--- config.mk ---
export PLATFORM = sky130hd
export DESIGN_NAME = skp_emit
export DESIGN_NICKNAME = d
export VERILOG_FILES = /design/src/rtl/core/skp_pkg.sv /design/src/rtl/core/skp_emit.sv
export SDC_FILE = /design/constraint.sdc
export NUM_CORES = 2
export LEC_CHECK = 0
export BUFFER_PORTS_ARGS = -buffer_cell sky130_fd_sc_hd__buf_2
export CORE_ASPECT_RATIO = 0.6
export CORE_MARGIN = 3
export CORE_UTILIZATION = 50
export DETAILED_ROUTE_END_ITERATION = 16
export PLACE_DENSITY_LB_ADDON = 0.05
export SYNTH_ARGS = -nofsm -noshare
export SYNTH_HDL_FRONTEND = slang
export SYNTH_SLANG_ARGS = --single-unit
--- constraint.sdc ---
create_clock -name clk -period 2.35 [get_ports clk]
set_input_delay 0 -clock clk [delete_from_list [all_inputs] [get_ports clk]]
set_output_delay 0 -clock clk [all_outputs]
set_load 0.01 [all_outputs]
--- src/rtl/core/skp_pkg.sv ---
package skp_pkg;

    localparam int MAX_Y_NNZ = 64;
    localparam int IDX_W     = $clog2(MAX_Y_NNZ);
    localparam int FILL_W    = $clog2(MAX_Y_NNZ + 1);

    localparam int ROW_W     = 16;
    localparam int VALUE_W   = 32;
    localparam int XRC_W     = 17;
    localparam int OUT_ROW_W = 32;
    localparam int PROD_W    = 64;
    localparam int COUNT_W   = 32;

    typedef enum logic [1:0] {
        CMD_LOAD = 2'd0,
        CMD_X    = 2'd1,
        CMD_END  = 2'd2
    } skp_cmd_t;

    typedef enum logic {
        KIND_PRODUCT = 1'b0,
        KIND_COUNT   = 1'b1
    } skp_kind_t;

    typedef struct packed {
        logic [1:0]                cmd;
        logic [ROW_W-1:0]          row;
        logic signed [VALUE_W-1:0] value;
    } skp_item_t;

    typedef struct packed {
        logic                     kind;
        logic [OUT_ROW_W-1:0]     out_row;
        logic signed [PROD_W-1:0] product;
        logic [COUNT_W-1:0]       entry_count;
        logic                     overflow;
        logic                     last;
    } skp_result_t;

    // one stored entry of the second matrix
    typedef struct packed {
        logic [ROW_W-1:0]          row;
        logic signed [VALUE_W-1:0] value;
    } skp_entry_t;

    // request from the sequencer to the result stage
    typedef struct packed {
        logic                      valid;
        logic                      is_end;
        logic                      last;
        logic                      overflow;
        logic [ROW_W-1:0]          x_row;
        logic signed [VALUE_W-1:0] x_value;
        logic [ROW_W-1:0]          y_row;
        logic signed [VALUE_W-1:0] y_value;
    } skp_req_t;

endpackage

--- src/rtl/core/skp_emit.sv ---
module skp_emit (
    input  logic                             clk,
    input  logic                             rst_n,
    input  skp_pkg::skp_req_t                req,
    input  logic [skp_pkg::XRC_W-1:0]        x_row_count,
    output logic                             strobe,
    output skp_pkg::skp_result_t             result
);

    logic [skp_pkg::COUNT_W-1:0]   count_reg;
    logic [skp_pkg::COUNT_W-1:0]   count_next;
    logic                          strobe_reg;
    skp_pkg::skp_result_t          result_reg;
    skp_pkg::skp_result_t          result_next;
    logic [skp_pkg::ROW_W+skp_pkg::XRC_W-1:0] row_scaled;
    logic signed [skp_pkg::PROD_W-1:0]         prod;

    assign row_scaled = {{skp_pkg::XRC_W{1'b0}}, req.y_row}
                      * {{skp_pkg::ROW_W{1'b0}}, x_row_count};
    assign prod       = skp_pkg::PROD_W'(req.x_value) * skp_pkg::PROD_W'(req.y_value);

    always_comb
    begin
        count_next  = count_reg;
        result_next = result_reg;
        if (req.valid)
        begin
            if (req.is_end)
            begin
                result_next.kind    = skp_pkg::KIND_COUNT;
                result_next.out_row = '0;
                result_next.product = '0;
            end
            else
            begin
                // running count saturates
                if (count_reg != '1)
                begin
                    count_next = count_reg + 1'b1;
                end
                result_next.kind    = skp_pkg::KIND_PRODUCT;
                result_next.out_row = row_scaled[skp_pkg::OUT_ROW_W-1:0]
                                    + {{(skp_pkg::OUT_ROW_W-skp_pkg::ROW_W){1'b0}}, req.x_row};
                result_next.product = prod;
            end
            result_next.entry_count = count_next;
            result_next.overflow    = req.overflow;
            result_next.last        = req.last;
        end
    end

    always_ff @(posedge clk or negedge rst_n)
    begin
        if (!rst_n)
        begin
            count_reg  <= '0;
            strobe_reg <= 1'b0;
        end
        else
        begin
            count_reg  <= count_next;
            strobe_reg <= req.valid;
        end
    end

    always_ff @(posedge clk)
    begin
        result_reg <= result_next;
    end

    assign strobe = strobe_reg;
    assign result = result_reg;

endmodule

## Word level (Yosys, flattened, before mapping)

Cells that the tools add are included.

- Shift-type cells: 0
- Divide/modulo/power cells: 0
- Magnitude comparators: 0
- Add/sub/neg operators: 2
- Reduce and logical (&&, ||, !) cells: 0
- Bitwise gates (word level): 0
- Multiplexer cells: 3
- Equal/unequal tests: 1
- $mul: 2

Operator list:

| kind | count |
|---|---|
| 97-bit two-way mux | 1 |
| 32-bit by 32-bit multiplier with 64-bit output | 1 |
| 32-bit two-way mux | 2 |
| 32-bit by 1-bit adder with 32-bit output (second input constant) | 1 |
| 32-bit by 16-bit adder with 32-bit output | 1 |
| 16-bit by 17-bit multiplier with 32-bit output | 1 |
| 32-bit inequality test (second input constant) | 1 |

- Bits in latches: 0
- Input port bits: 119
- Output and inout bits: 132
- Word-level logic and storage cells: 16
- Memory bits (writable): 0
- Memory bits (read-only): 0
- Memories kept: 0
- Register bits: 164

## Longest topological paths before layout

- Depth in word-level cells: 3
- Depth in mapped cells: 29
- Mapped depth without buffers: 28

## Worst setup path after synthesis

Ideal clock, no wire load.

- Path kind: input port to flip-flop
- Start point: input req[3] (netlist name)
- End point: register result_reg (netlist bit result[94]), data pin
- Buffers on the path: 2
- Library setup time: 0.272 ns
- Arrival time: 7.390 ns
- Stages: 23
- Required time: 2.078 ns
- Setup slack: -5.312 ns
- Cell sequence: clkbuf_1 > and2_1 > fa_1 > fa_1 > fa_1 > inv_1 > fa_1 > inv_1 > fa_1 > fa_1 > fa_1 > fa_1 > ha_1 > clkbuf_1 > and3_1 > nand2_1 > nor3_1 > nand2_1 > o32ai_1 > o31ai_2 > o21ai_1 > mux2i_1 > o311ai_1

- Cells in the longest elaborated chain, start to end: 1

RTL lines:

| what | line | RTL |
|---|---|---|
| start: declaration | skp_emit.sv:4 | `input skp_pkg::skp_req_t req,` |
| 32-bit by 32-bit multiplier with 64-bit output | skp_emit.sv:20 | `assign prod = skp_pkg::PROD_W'(req.x_value) * skp_pkg::PROD_W'(req.y_value);` |
| end signal: assignment | skp_emit.sv:68 | `result_reg <= result_next;` |
| end: declaration | skp_emit.sv:13 | `skp_pkg::skp_result_t result_reg;` |

No other way between the ends.
A chain may end at the register's enable or synchronous reset.

## Worst setup path in the final report

- Start point: input req[3] (netlist name)
- End point: register result_reg (netlist bit result[95]), data pin

The elaborated chain is that of the path after synthesis.

==> flow_summary.yaml <==
synth:
  syn_avg_cell_area_um2: 9.60
  synth_edf_count: 131
  syn_inst: 5383
  synth_most_common_cell: "fa_1"
  ys_seq_area_frac: 0.0921
  syn_nets: 7096
  ys_types: 74
  synth-seq-cells: 164
  synth.largest_area_cell: "fa_1"
  synth_top_area_frac: 0.505
  syn_area_um2: 51700
  synthFlopType: "edfxtp_1"
  yosysWarnings: 0
  synth_common_cells: "1,305 x fa_1, 1,242 x inv_1, 747 x nand2_1, 600 x and2_1, 289 x ha_1"
  synth.area.top_cells: "fa_1 51%, inv_1 9.0%, edfxtp_1 7.6%"
  synthArstFlopShare: 0.201
global_routing:
  grt_pass1_vias: 42300
  grt_pass1_wl_mm: 249
  antenna_found_initial: 5
  grt_use_total: 0.302
  overflow: 0
  grt_max_degree: 108
floorplanning:
  io_pins: 251
  rows: 90
  die_x_um: 421
  die_area_um2: 107000
  core_area_um2: 101000
  die_h_um: 255
  start_util: 0.510
sta:
  timing.hold.ws_ns: 0.0438
  finalMaxSlewViolations: 0
  clock.fmax_ghz: 0.149
  setup_viol: 89
  finalCriticalPeriod_ns: 6.72
  slew-limit-headroom: 0.467
  hold_viol: 0
  setup_slack_ns: -4.37
  rsz0062_at_grt: "yes"
  timing.final.crit_share: 2.86
  fin_worst_skew_ns: 0.0181
  tightest_slew_ns: 0.799
placement:
  place.gp.congestion: 0.925
  place_area_um2: 60400
  dp_hpwl_mm: 131
  dp_slack_ns: -5.34
  port_buffers: 250
critical_path:
  cp.arrival_ns: 6.99
  cp.required_ns: 2.62
  crit_path_end_kind: "register"
  r2r-end: "result[31]"
  regToRegSetupSlack_ns: 0.13
  rr_worst_depth: 9
  crit_type: "input pin to register"
  cp_max_fo: 8
  r2r_start: "count_reg[22]"
  start_kind: "input pin"
cells_and_area:
  fin_nets: 7905
  design_area_um2: 65300
  layout-drive-gt1-share: 0.258
  area_growth_pct: 26.3
  largest_register_ffs: 131
outcome:
  violations: "negative setup slack"
  status: "finished with violations"
detailed_routing:
  vias: 38700
  drtIter0Drc: 2847
  drcViolationCount: 0
  drt-total-wl_mm: 155
  firstDrtPassIters: 5
  detail-route-antenna-nets: 0
  via_per_inst: 5.10
  wl_per_cell_um: 20.5
clock_tree:
  clkSinkCount: 164
  cts_tree: "yes"
  h-tree-depth: 4
  cts_buffers: 25
  clock_latency_ns: 0.51
  clkTransAtPathRegs_ns: 0.07
  max-clock-path-buffers: 3
  cts_root_buf: "clkbuf_16"
min_path:
  hold_start: "req[98]"
  min_path_type: "input pin to register"
  hold_end: "result[4]"
  hold_path_depth: 4
run:
  cap_violations: 0
## cell families (layout without fill, tap and decap cells)
logic type,Yosys count,in the layout,share of synthesized area
AOI/OAI and AO/OA,285,285,0.0373
xor gates and xnor gates,151,151,0.0256
adders and majority gates,1594,1594,0.575
buffers and inverters,1518,2333,0.110
DFF,164,164,0.0921
muxes,8,8,0.00172
other,0,3,0
and+or+nand+nor,1663,1663,0.158
## worst max path at each step
stage | start | endpoint | slack (ns)
finish | req[3] | result[95] | -4.37
global route | req[61] | result[95] | -4.58
CTS | req[61] | result[95] | -4.35
detailed placement | req[11] | result[95] | -5.34
global placement | req[2] | result[95] | -5.29
floorplan | req[79] | result[94] | -4.78
## metal layers
metal  share of wire  global-route usage  up-vias
li1                -                   -    17300
met1            0.47               0.460    19800
met2            0.40               0.426     1446
met3            0.11               0.101      117
met4           0.019              0.0495        0
met5               0                   0        -
## layout make-up
class,count,area (um2)
sequential,164,4760
tap,1380,1730
timing repair buffer,1058,9470
clock buffer,26,629
clock inverter,7,35.0
antenna,3,7.51
fill,8374,36200
inverter,1242,4670
multi-input combinational,3701,44000
## critical path: stages
cell and delay, ns:
buf_16 0.11, buf_4 0.18, nand2_1 0.08, fa_1 0.51, inv_1 0.06, fa_1 0.49
inv_1 0.06, fa_2 0.47, fa_1 0.55, inv_1 0.05, fa_1 0.48, fa_1 0.58
fa_2 0.50, fa_2 0.63, ha_4 0.21, buf_4 0.15, buf_4 0.15, a31oi_1 0.21
o21ai_1 0.15, and3_4 0.22, nor3_4 0.23, o221a_4 0.24, o31ai_4 0.09, a211oi_2 0.24
mux2_4 0.32
## metrics by stage
step                TNS (ns)   util  std cells
floorplan            -278.08      -       5383
CTS                  -277.50  0.638       7567
global route         -294.59  0.643       7579
detailed placement   -352.36  0.596       7419
finish               -280.57  0.643       7581
global placement     -349.51  0.596       7419
## repair_timing
item                       4_1_cts  5_1_grt
buffers inserted               115       14
setup endpoints to repair       89       99
gates resized for setup        614      114
hold endpoints to repair        57        0
gates cloned                    10        0
pin swaps                      257      104
hold buffers                     5        0
## placed cells by master (no fill, tap or decap), types with 40 or more instances in the layout
cell,synthesis,routed
fa_1,1305,1232
inv_1,1242,1193
nand2_1,747,692
buf_4,0,648
and2_1,600,553
ha_1,289,218
buf_2,1,164
nor2_1,156,134
edfxtp_1,131,131
buf_6,0,123
fa_2,0,73
xnor2_1,93,70
buf_12,0,69
ha_4,0,67
xor2_1,58,51
a21o_1,48,48
inv_2,0,47
and2_4,0,47
nand2_2,0,40
a21oi_1,81,40
Power is left out: the tool's default activity adds up to more than one toggle a clock period on the data nets, which glitch-free logic cannot reach.
